### src/rtl/sorted_array_priority_queue_unit_macros.svh
// ----------------------------------------------------------------------------
// Assertion macros for the sorted array priority queue unit
// Two macros for concurrent checks, both removed when ASSERT_OFF is set.
// ----------------------------------------------------------------------------
`ifndef SORTED_ARRAY_PRIORITY_QUEUE_UNIT_MACROS_SVH
`define SORTED_ARRAY_PRIORITY_QUEUE_UNIT_MACROS_SVH
`ifndef ASSERT_OFF
// The property must hold at every clock edge outside reset.
`define SAPQ_ASSERT(lbl, clk, rstn, prop, msg) \
	lbl: assert property (@(posedge clk) disable iff (!rstn) (prop)) else $error(msg);
// When the first expression holds, the second must hold in the next cycle.
`define SAPQ_ASSERT_NEXT(lbl, clk, rstn, ante, cons, msg) \
	lbl: assert property (@(posedge clk) disable iff (!rstn) (ante) |=> (cons)) \
		else $error(msg);
`else
`define SAPQ_ASSERT(lbl, clk, rstn, prop, msg)
`define SAPQ_ASSERT_NEXT(lbl, clk, rstn, ante, cons, msg)
`endif
`endif

### src/rtl/sapq_pkg.sv
// ----------------------------------------------------------------------------
// sapq_pkg
// Shared widths, operation and status codes, and the command and status
// structs between the queue controller and its datapath.
// ----------------------------------------------------------------------------
`default_nettype none

package sapq_pkg;

	// Field widths of the stream beats.
	localparam int unsigned OP_W       = 2;
	localparam int unsigned ITEM_W     = 32;
	localparam int unsigned PRIO_W     = 32;
	localparam int unsigned STATUS_W   = 2;
	localparam int unsigned COUNT_W    = 5;
	localparam int unsigned ENTRY_W    = ITEM_W + PRIO_W;
	localparam int unsigned S_TDATA_W  = 72;
	localparam int unsigned M_TDATA_W  = 40;

	// Operation codes; code three is a no-op.
	localparam logic [OP_W-1:0] OP_INSERT = 2'd0;
	localparam logic [OP_W-1:0] OP_DELETE = 2'd1;
	localparam logic [OP_W-1:0] OP_PEEK   = 2'd2;

	// Result status codes.
	localparam logic [STATUS_W-1:0] ST_OK    = 2'd0;
	localparam logic [STATUS_W-1:0] ST_EMPTY = 2'd1;
	localparam logic [STATUS_W-1:0] ST_FULL  = 2'd2;

	// Commands from the controller to the datapath.
	typedef struct packed {
		logic load;       // capture the input beat
		logic stat_load;  // latch the result status
		logic rd_en;      // issue an array read
		logic rd_top;     // read the top entry instead of the one below the hole
		logic wr_en;      // write the array at the hole index
		logic wr_new;     // write the new pair instead of the entry just read
		logic j_dec;      // move the hole index down by one
		logic cnt_inc;
		logic cnt_dec;
		logic top_load;   // capture the item just read from the top
		logic out_load;   // move the result into the output register
	} cmd_t;

	// Status from the datapath to the controller.
	typedef struct packed {
		logic [OP_W-1:0] op;
		logic            empty;
		logic            full;
		logic            j_zero;
		logic            j_one;
		logic            shift;     // entry read has priority at or above the new one
		logic            out_free;  // output register can take a result this cycle
	} sts_t;

endpackage

`default_nettype wire

### src/rtl/sapq_ram.sv
// ----------------------------------------------------------------------------
// sapq_ram
// Generic single-write, single-read RAM with a registered read port.
// ----------------------------------------------------------------------------
`default_nettype none

module sapq_ram #(
	parameter int unsigned WIDTH = 64,
	parameter int unsigned DEPTH = 16,
	localparam int unsigned AW   = (DEPTH > 1) ? $clog2(DEPTH) : 1
) (
	input  wire logic             clk,
	input  wire logic             wr_en,
	input  wire logic [AW-1:0]    wr_addr,
	input  wire logic [WIDTH-1:0] wr_data,
	input  wire logic             rd_en,
	input  wire logic [AW-1:0]    rd_addr,
	output logic      [WIDTH-1:0] rd_data
);

	logic [WIDTH-1:0] mem_q [DEPTH];
	logic [WIDTH-1:0] rd_data_q;

	// Storage write and registered read.
	always_ff @(posedge clk) begin
		if (wr_en) begin
			mem_q[wr_addr] <= wr_data;
		end
		if (rd_en) begin
			rd_data_q <= mem_q[rd_addr];
		end
	end

	assign rd_data = rd_data_q;

endmodule

`default_nettype wire

### src/rtl/sapq_datapath.sv
// ----------------------------------------------------------------------------
// sapq_datapath
// Entry array, count, hole index, priority compare and the output register.
// ----------------------------------------------------------------------------
`default_nettype none
`include "sorted_array_priority_queue_unit_macros.svh"

module sapq_datapath
	import sapq_pkg::*;
#(
	parameter int unsigned DEPTH = 16,
	localparam int unsigned AW   = $clog2(DEPTH),
	localparam int unsigned CW   = $clog2(DEPTH + 1)
) (
	input  wire logic                 clk,
	input  wire logic                 arst_n,
	input  wire cmd_t                 cmd,
	output sts_t                      sts,
	input  wire logic [S_TDATA_W-1:0] s_tdata,
	output logic                      m_tvalid,
	input  wire logic                 m_tready,
	output logic      [M_TDATA_W-1:0] m_tdata
);

	logic        [OP_W-1:0]     op_q;
	logic        [ITEM_W-1:0]   item_q;
	logic signed [PRIO_W-1:0]   prio_q;
	logic        [AW-1:0]       j_q;
	logic        [CW-1:0]       cnt_q;
	logic        [STATUS_W-1:0] stat_q;
	logic        [ITEM_W-1:0]   top_q;
	logic                       m_tvalid_q;
	logic        [ITEM_W-1:0]   out_item_q;
	logic        [STATUS_W-1:0] out_status_q;
	logic        [COUNT_W-1:0]  out_count_q;

	logic        [AW-1:0]       j_next;
	logic        [AW-1:0]       top_addr;
	logic        [AW-1:0]       rd_addr;
	logic        [ENTRY_W-1:0]  rd_data;
	logic        [ENTRY_W-1:0]  wr_data;
	logic signed [PRIO_W-1:0]   rd_prio;
	logic        [CW+COUNT_W-1:0] cnt_ext;
	logic        [CW-1:0]       cnt_m1;

	// Array of (priority, item) pairs, priority in the upper half.
	sapq_ram #(
		.WIDTH(ENTRY_W),
		.DEPTH(DEPTH)
	) u_ram (
		.clk    (clk),
		.wr_en  (cmd.wr_en),
		.wr_addr(j_q),
		.wr_data(wr_data),
		.rd_en  (cmd.rd_en),
		.rd_addr(rd_addr),
		.rd_data(rd_data)
	);

	// Address and data selection.
	always_comb begin
		cnt_m1   = cnt_q - CW'(1);
		top_addr = cnt_m1[AW-1:0];
		j_next   = cmd.j_dec ? (j_q - AW'(1)) : j_q;
		rd_addr  = cmd.rd_top ? top_addr : (j_next - AW'(1));
		wr_data  = cmd.wr_new ? {prio_q, item_q} : rd_data;
		rd_prio  = rd_data[ENTRY_W-1:ITEM_W];
		cnt_ext  = {{COUNT_W{1'b0}}, cnt_q};
	end

	// Status toward the controller.
	always_comb begin
		sts.op       = op_q;
		sts.empty    = (cnt_q == '0);
		sts.full     = (cnt_q == CW'(DEPTH));
		sts.j_zero   = (j_q == '0);
		sts.j_one    = (j_q == AW'(1));
		sts.shift    = (rd_prio >= prio_q);
		sts.out_free = !m_tvalid_q || m_tready;
	end

	// Input capture, hole index and result fields.
	always_ff @(posedge clk) begin
		if (cmd.load) begin
			op_q   <= s_tdata[OP_W-1:0];
			item_q <= s_tdata[OP_W+ITEM_W-1:OP_W];
			prio_q <= s_tdata[OP_W+ITEM_W+PRIO_W-1:OP_W+ITEM_W];
			j_q    <= cnt_q[AW-1:0];
			top_q  <= '0;
		end else begin
			if (cmd.j_dec) begin
				j_q <= j_next;
			end
			if (cmd.top_load) begin
				top_q <= rd_data[ITEM_W-1:0];
			end
		end
		if (cmd.stat_load) begin
			if (op_q == OP_INSERT) begin
				stat_q <= sts.full ? ST_FULL : ST_OK;
			end else if (op_q inside {OP_DELETE, OP_PEEK}) begin
				stat_q <= sts.empty ? ST_EMPTY : ST_OK;
			end else begin
				stat_q <= ST_OK;
			end
		end
		if (cmd.out_load) begin
			out_item_q   <= top_q;
			out_status_q <= stat_q;
			out_count_q  <= cnt_ext[COUNT_W-1:0];
		end
	end

	// Entry count.
	always_ff @(posedge clk or negedge arst_n) begin
		if (!arst_n) begin
			cnt_q <= '0;
		end else if (cmd.cnt_inc) begin
			cnt_q <= cnt_q + CW'(1);
		end else if (cmd.cnt_dec) begin
			cnt_q <= cnt_m1;
		end
	end

	// Output register valid.
	always_ff @(posedge clk or negedge arst_n) begin
		if (!arst_n) begin
			m_tvalid_q <= 1'b0;
		end else if (cmd.out_load) begin
			m_tvalid_q <= 1'b1;
		end else if (m_tready) begin
			m_tvalid_q <= 1'b0;
		end
	end

	assign m_tvalid = m_tvalid_q;
	assign m_tdata  = {1'b0, out_count_q, out_status_q, out_item_q};

	`SAPQ_ASSERT(a_cnt_range, clk, arst_n, cnt_q <= CW'(DEPTH), "entry count above depth")
	`SAPQ_ASSERT(a_rw_apart, clk, arst_n, !(cmd.wr_en && cmd.rd_en) || (j_q != rd_addr), "read and write hit one entry")

endmodule

`default_nettype wire

### src/rtl/sapq_ctrl.sv
// ----------------------------------------------------------------------------
// sapq_ctrl
// Controller state machine: decodes an operation and steps the datapath
// through the insert shift walk or the top read, then hands off the result.
// ----------------------------------------------------------------------------
`default_nettype none
`include "sorted_array_priority_queue_unit_macros.svh"

module sapq_ctrl
	import sapq_pkg::*;
(
	input  wire logic clk,
	input  wire logic arst_n,
	input  wire logic s_tvalid,
	output logic      s_tready,
	input  wire sts_t sts,
	output cmd_t      cmd
);

	typedef enum logic [5:0] {
		IDLE     = 6'b000001,
		DECODE   = 6'b000010,
		INS_CMP  = 6'b000100,
		INS_NEW  = 6'b001000,
		TOP_WAIT = 6'b010000,
		FINISH   = 6'b100000
	} state_t;

	state_t state_q;
	state_t state_d;

	// Next state and commands.
	always_comb begin
		state_d  = state_q;
		cmd      = '0;
		s_tready = 1'b0;
		case (state_q)
			IDLE: begin
				s_tready = 1'b1;
				if (s_tvalid) begin
					cmd.load = 1'b1;
					state_d  = DECODE;
				end
			end
			DECODE: begin
				cmd.stat_load = 1'b1;
				if (sts.op == OP_INSERT && !sts.full) begin
					if (sts.j_zero) begin
						state_d = INS_NEW;
					end else begin
						cmd.rd_en = 1'b1;
						state_d   = INS_CMP;
					end
				end else if (sts.op inside {OP_DELETE, OP_PEEK} && !sts.empty) begin
					cmd.rd_en  = 1'b1;
					cmd.rd_top = 1'b1;
					state_d    = TOP_WAIT;
				end else begin
					state_d = FINISH;
				end
			end
			INS_CMP: begin
				cmd.wr_en = 1'b1;
				if (sts.shift) begin
					// Move the entry up into the hole and look one lower.
					cmd.j_dec = 1'b1;
					if (sts.j_one) begin
						state_d = INS_NEW;
					end else begin
						cmd.rd_en = 1'b1;
					end
				end else begin
					cmd.wr_new  = 1'b1;
					cmd.cnt_inc = 1'b1;
					state_d     = FINISH;
				end
			end
			INS_NEW: begin
				cmd.wr_en   = 1'b1;
				cmd.wr_new  = 1'b1;
				cmd.cnt_inc = 1'b1;
				state_d     = FINISH;
			end
			TOP_WAIT: begin
				cmd.top_load = 1'b1;
				cmd.cnt_dec  = (sts.op == OP_DELETE);
				state_d      = FINISH;
			end
			FINISH: begin
				if (sts.out_free) begin
					cmd.out_load = 1'b1;
					state_d      = IDLE;
				end
			end
			default: begin
				state_d = IDLE;
			end
		endcase
	end

	// State register.
	always_ff @(posedge clk or negedge arst_n) begin
		if (!arst_n) begin
			state_q <= IDLE;
		end else begin
			state_q <= state_d;
		end
	end

	`SAPQ_ASSERT_NEXT(a_one_beat, clk, arst_n, s_tvalid && s_tready, !s_tready, "beat taken while busy")
	`SAPQ_ASSERT(a_cnt_excl, clk, arst_n, !(cmd.cnt_inc && cmd.cnt_dec), "count raised and lowered together")
	`SAPQ_ASSERT(a_shift_src, clk, arst_n, !(cmd.wr_en && !cmd.wr_new) || $past(cmd.rd_en), "shift without a fresh read")

endmodule

`default_nettype wire

### src/rtl/sorted_array_priority_queue_unit.sv
// ----------------------------------------------------------------------------
// sorted_array_priority_queue_unit
// Priority queue of up to DEPTH (item, priority) pairs kept in a RAM sorted
// by ascending priority; insert, delete top and peek top.
// ----------------------------------------------------------------------------
// Usage: one operation arrives per beat on the s_ channel and exactly one
// result beat leaves on the m_ channel for it. Operations are insert, delete
// top and peek top; equal priorities leave first in, first out. Delete or
// peek on an empty queue returns status empty; insert into a full queue drops
// the pair and returns status full. Every result carries the entry count.
// Sequence: a rejected operation or a no-op goes from DECODE to FINISH,
// where the result is loaded into the output register once it is free; a
// delete or peek first captures the top entry in TOP_WAIT; an insert moves
// up each stored entry that makes room in INS_CMP, with one RAM read and
// one RAM write per cycle, then writes the pair there or in INS_NEW. The
// next beat is accepted on the cycle after the result is loaded.
// Reset clears the entry count and the output valid flag; RAM contents are
// not cleared. When the receiver stalls, the finished result waits in the
// output register and the next operation is still taken and worked on; it
// holds its result until the register frees up.
// ----------------------------------------------------------------------------
`default_nettype none

module sorted_array_priority_queue_unit
	import sapq_pkg::*;
#(
	parameter int unsigned DEPTH = 16
) (
	input  wire logic                 clk,
	input  wire logic                 arst_n,
	input  wire logic                 s_tvalid,
	output logic                      s_tready,
	// op[1:0], item[33:2], priority_req[65:34], zero pad [71:66]
	input  wire logic [S_TDATA_W-1:0] s_tdata,
	output logic                      m_tvalid,
	input  wire logic                 m_tready,
	// item_out[31:0], status[33:32], count[38:34], zero pad [39]
	output logic      [M_TDATA_W-1:0] m_tdata
);

	cmd_t cmd;
	sts_t sts;

	sapq_ctrl u_ctrl (
		.clk     (clk),
		.arst_n  (arst_n),
		.s_tvalid(s_tvalid),
		.s_tready(s_tready),
		.sts     (sts),
		.cmd     (cmd)
	);

	sapq_datapath #(
		.DEPTH(DEPTH)
	) u_datapath (
		.clk     (clk),
		.arst_n  (arst_n),
		.cmd     (cmd),
		.sts     (sts),
		.s_tdata (s_tdata),
		.m_tvalid(m_tvalid),
		.m_tready(m_tready),
		.m_tdata (m_tdata)
	);

endmodule

`default_nettype wire
### config.mk
export PLATFORM = sky130hd
export DESIGN_NAME = sorted_array_priority_queue_unit
export DESIGN_NICKNAME = d
export VERILOG_FILES = /design/src/rtl/sapq_pkg.sv /design/src/rtl/sapq_ram.sv /design/src/rtl/sapq_datapath.sv /design/src/rtl/sapq_ctrl.sv /design/src/rtl/sorted_array_priority_queue_unit.sv
export VERILOG_INCLUDE_DIRS = /design/src /design/src/rtl
export SDC_FILE = /design/constraint.sdc
export NUM_CORES = 1
export LEC_CHECK = 0
export BUFFER_PORTS_ARGS = -buffer_cell sky130_fd_sc_hd__buf_2
export CAP_MARGIN = 20
export CORE_ASPECT_RATIO = 0.6
export CORE_MARGIN = 8
export CORE_UTILIZATION = 55
export CTS_CLUSTER_DIAMETER = 150
export DETAILED_ROUTE_END_ITERATION = 6
export PLACE_DENSITY = 0.71
export SYNTH_ARGS = -nofsm -noshare
export SYNTH_HDL_FRONTEND = slang
export SYNTH_SLANG_ARGS = --single-unit
### constraint.sdc
create_clock -name clk -period 11.63 [get_ports clk]
set_clock_uncertainty 0.1 [all_clocks]
set_input_delay 0.5815 -clock clk [delete_from_list [all_inputs] [get_ports clk]]
set_output_delay 0.5815 -clock clk [all_outputs]
set_load 0.1 [all_outputs]
==> flow_summary.yaml <==
status:
  status: "complete, no violations"
global_route:
  grt_usage: 0.263
  grt_max_degree: 165
  antenna_found_initial: 0
  grt_pass1_wl_um: 222000
  grt_pass1_vias: 36400
  globalRouteOverflowTotal: 0
clocking:
  cts_resized: 0
  cts_setup_buffers: 0
  cts_buffers: 110
  cts_sinks: 1243
  tritoncts: "done"
  holdBufCountCts: 68
  clk_latency_ps: 730
  clk_path_buf_depth: 3
  htree_levels: 3
  root_buffer: "clkbuf_16"
  cts.clk_slew.worst_paths_ps: 70
sta:
  hold_violations: 0
  drv_slew: 0
  fin_crit_sh: 0.643
  slew_headroom: 0.136
  post-route-min-period_ps: 7470
  max_freq_ghz: 0.134
  tightestPinTransition_ps: 1300
  rsz0062_at_grt: "no"
  setup_viol: 0
  fin_tns_setup_ps: 0
critical_path:
  end_kind: "flip-flop"
  regToRegStartpoint: "u_datapath.u_ram.rd_data[63]$_DFFE_PP_"
  slowest_stage: "buf_4"
  criticalPathCategory: "reg2reg"
  crit_chain: "ha_1 > nand4_2 > or4_1 > a31oi_2 > o211a_4 > xnor2_4 > buf_4 > buf_12 > buf_4 > buf_4 > mux2i_1 > a211oi_1 > a32oi_1 > o211ai_1"
  cp_max_fo: 143
  cp.arrival_ps: 7810
  start_kind: "flip-flop"
  path_common_cell: "buf_4"
  startpoint: "u_datapath.u_ram.rd_data[63]$_DFFE_PP_"
  cp.required_ps: 11970
  critical_path.max_stage_delay_ps: 810
floorplan:
  coreArea_mm2: 0.0982
  ios: 118
  dieWidth_um: 422
  dieHeight_um: 260
  initial_core_util: 0.554
  num_rows: 89
  die-area_mm2: 0.110
placement:
  dp_cells: 5219
  io_buffer_count: 110
  placed_area_mm2: 0.0560
  place_congestion: 0.791
  dp_hpwl_um: 74300
yosys:
  ys_seq_area_frac: 0.679
  synth-edff-count: 1199
  ys_ff_latch: 1243
  netlist_area_mm2: 0.0545
  synth_warnings: 0
  ys_types: 66
  async_reset_ff_frac: 0.00965
  yosys-top-cells-area: "edfxtp_1 66%, o22ai_1 4.4%, mux2i_1 3.5%, nand2_1 3.3%, mux2_2 2.7%"
  syn_area_per_cell_um2: 13.4
  synthMostInstantiatedCell: "edfxtp_1"
  yosysTopAreaCell: "edfxtp_1"
  synth_flop_cell: "edfxtp_1"
  synth_top_area_share: 0.661
  synth_common_cells: "1199 x edfxtp_1, 474 x nand2_1, 385 x o22ai_1, 227 x nor2_1, 205 x clkbuf_1"
  synth_nets: 4167
  synth_cells: 4049
cells_and_area:
  area_growth_pct: 10.6
  num-nets-final: 4198
  final_core_util: 0.613
  seqCellArea_mm2: 0.0369
  final_layout_size_suffix_gt1_frac: 0.119
  fillers: 7286
  multiInputGateArea_mm2: 0.0162
  fin_cells: 5487
  final_design_area_no_fill_mm2: 0.0602
pwr:
  powerDensity_mw_per_mm2: 217
  peakVddDrop_uv: 377
  leakagePower_nw: 19.8
  total_power_mw: 13.1
routing:
  first_iter_violations: 5703
  drtAntennaViolNets: 0
  dr.pass1.iters: 6
  drc_errors: 0
  wl_per_cell_um: 27.5
  num_vias: 37800
  viasPerCell: 6.89
  drt-total-wl_um: 151000
flow_run:
  cap_violations: 0
min_path:
  min_path_type: "in2reg"
  worstHoldStart: "m_tready"
[placed cells by master, fill, tap and decap left out, types with 7 or more instances in the layout]
cell              n
o211ai_1         66
nand2_1         471
nor2_4           19
o21ai_0          10
buf_4            51
clkinv_1         27
nand3_1         200
inv_1            44
dlygate4sd3_1    68
buf_12            7
mux2_2          129
nand4_1          72
a211oi_1        191
o311ai_0         62
dfrtp_1          11
a21oi_1          52
or3_1            65
buf_2           111
ha_1             42
clkbuf_16       110
nor2_1          209
nor3_1            7
a32oi_1          65
clkbuf_1         22
inv_6             7
edfxtp_1       1199
clkinv_2         16
dfxtp_1          32
o22a_1           63
xnor2_1          10
mux2i_1         192
o221ai_1         63
o22ai_1         385
bufinv_16        12
[state kept, by name, indices dropped and copies added, names as in the netlist]
register                  count
u_datapath.stat_q             2
u_datapath.cnt_q              5
u_datapath.top_q             32
u_datapath.out_item_q        32
u_datapath.out_status_q       2
u_ctrl.state_q                6
u_datapath.op_q               2
u_datapath.m_tvalid           1
u_datapath.item_q            32
u_datapath.out_count_q        5
u_datapath.j_q                4
u_datapath.prio_q            32
u_datapath.u_ram.rd_data     64
u_datapath.u_ram.mem_q     1024
[layer usage]
layer | up-vias | GRT usage | routed length, µm
li1 | 16200 | - | -
met1 | 18700 | 0.383 | 62300
met2 | 2488 | 0.394 | 65500
met3 | 382 | 0.0533 | 18200
met4 | 0 | 0.0952 | 4630
met5 | - | 0 | 0
[through the flow]
| stage | hold slack (ps) | setup WS [ps] |
|---|---|---|
| after global placement | 307 | 4430 |
| after detailed placement | 305 | 4600 |
| after floorplan | 186 | 7030 |
| after CTS | 92.1 | 4540 |
| final | 132 | 4160 |
| after global routing | 154 | 4060 |
[path summary, 6_finish.rpt]
check,to,slack [ps],depth (start not counted)
worst max-delay path,u_datapath.u_ram.rd_data[39]$_DFFE_PP_,4160,14
worst max register to register,u_datapath.u_ram.rd_data[39]$_DFFE_PP_,4160,14
worst min register to register,u_datapath.out_item_q[0]$_DFFE_PP_,330,0
min in group asynchronous,u_datapath.cnt_q[4]$_DFFE_PN0P_,180,2
worst min-delay path,u_datapath.m_tvalid$_DFFE_PN0P_,130,3
max in group asynchronous,u_ctrl.state_q[0]$_DFFE_PN1P_,10970,2
[worst max-delay path: cells and delay by family (launching register included)]
kind	cells	cell delay [ps]
AOI/OAI and AO/OA	5	1590
xor gates and xnor gates	1	170
adders and majority gates	1	460
buffers and inverters	4	2890
DFF	1	460
muxes	1	280
and+or+nand+nor	2	960
[cell type report]
| cell class | count | share of cell area |
|---|---|---|
| Antenna cell | 1 | 0.0000416 |
| Sequential cell | 1243 | 0.614 |
| Timing Repair Buffer | 237 | 0.0292 |
| Inverter | 46 | 0.00303 |
| Multi-Input combinational cell | 2442 | 0.268 |
| Clock buffer | 132 | 0.0471 |
| Clock inverter | 67 | 0.0112 |
| Tap cell | 1319 | 0.0274 |
[where the power goes]
part / switching (mW) / leakage (nW) / total [mW] / internal (mW)
clock: 1.64 / 1.71 / 3.64 / 2.00
combinational: 2.79 / 6.83 / 4.06 / 1.27
sequential: 0.101 / 11.2 / 5.39 / 5.29
total: 4.53 / 19.8 / 13.1 / 8.56
[kinds of logic after synthesis]
family,after synthesis,share of synthesized area
flip-flops,1243,0.679
AND/OR/NAND/NOR,1089,0.0887
AO/OA/AOI/OAI,976,0.129
buffers and inverters,364,0.0291
multiplexers,322,0.0624
adder cells (fa/ha/maj),42,0.00965
XOR/XNOR,12,0.00207
other,1,0.0000689
Power figures use the tool's default switching activity.
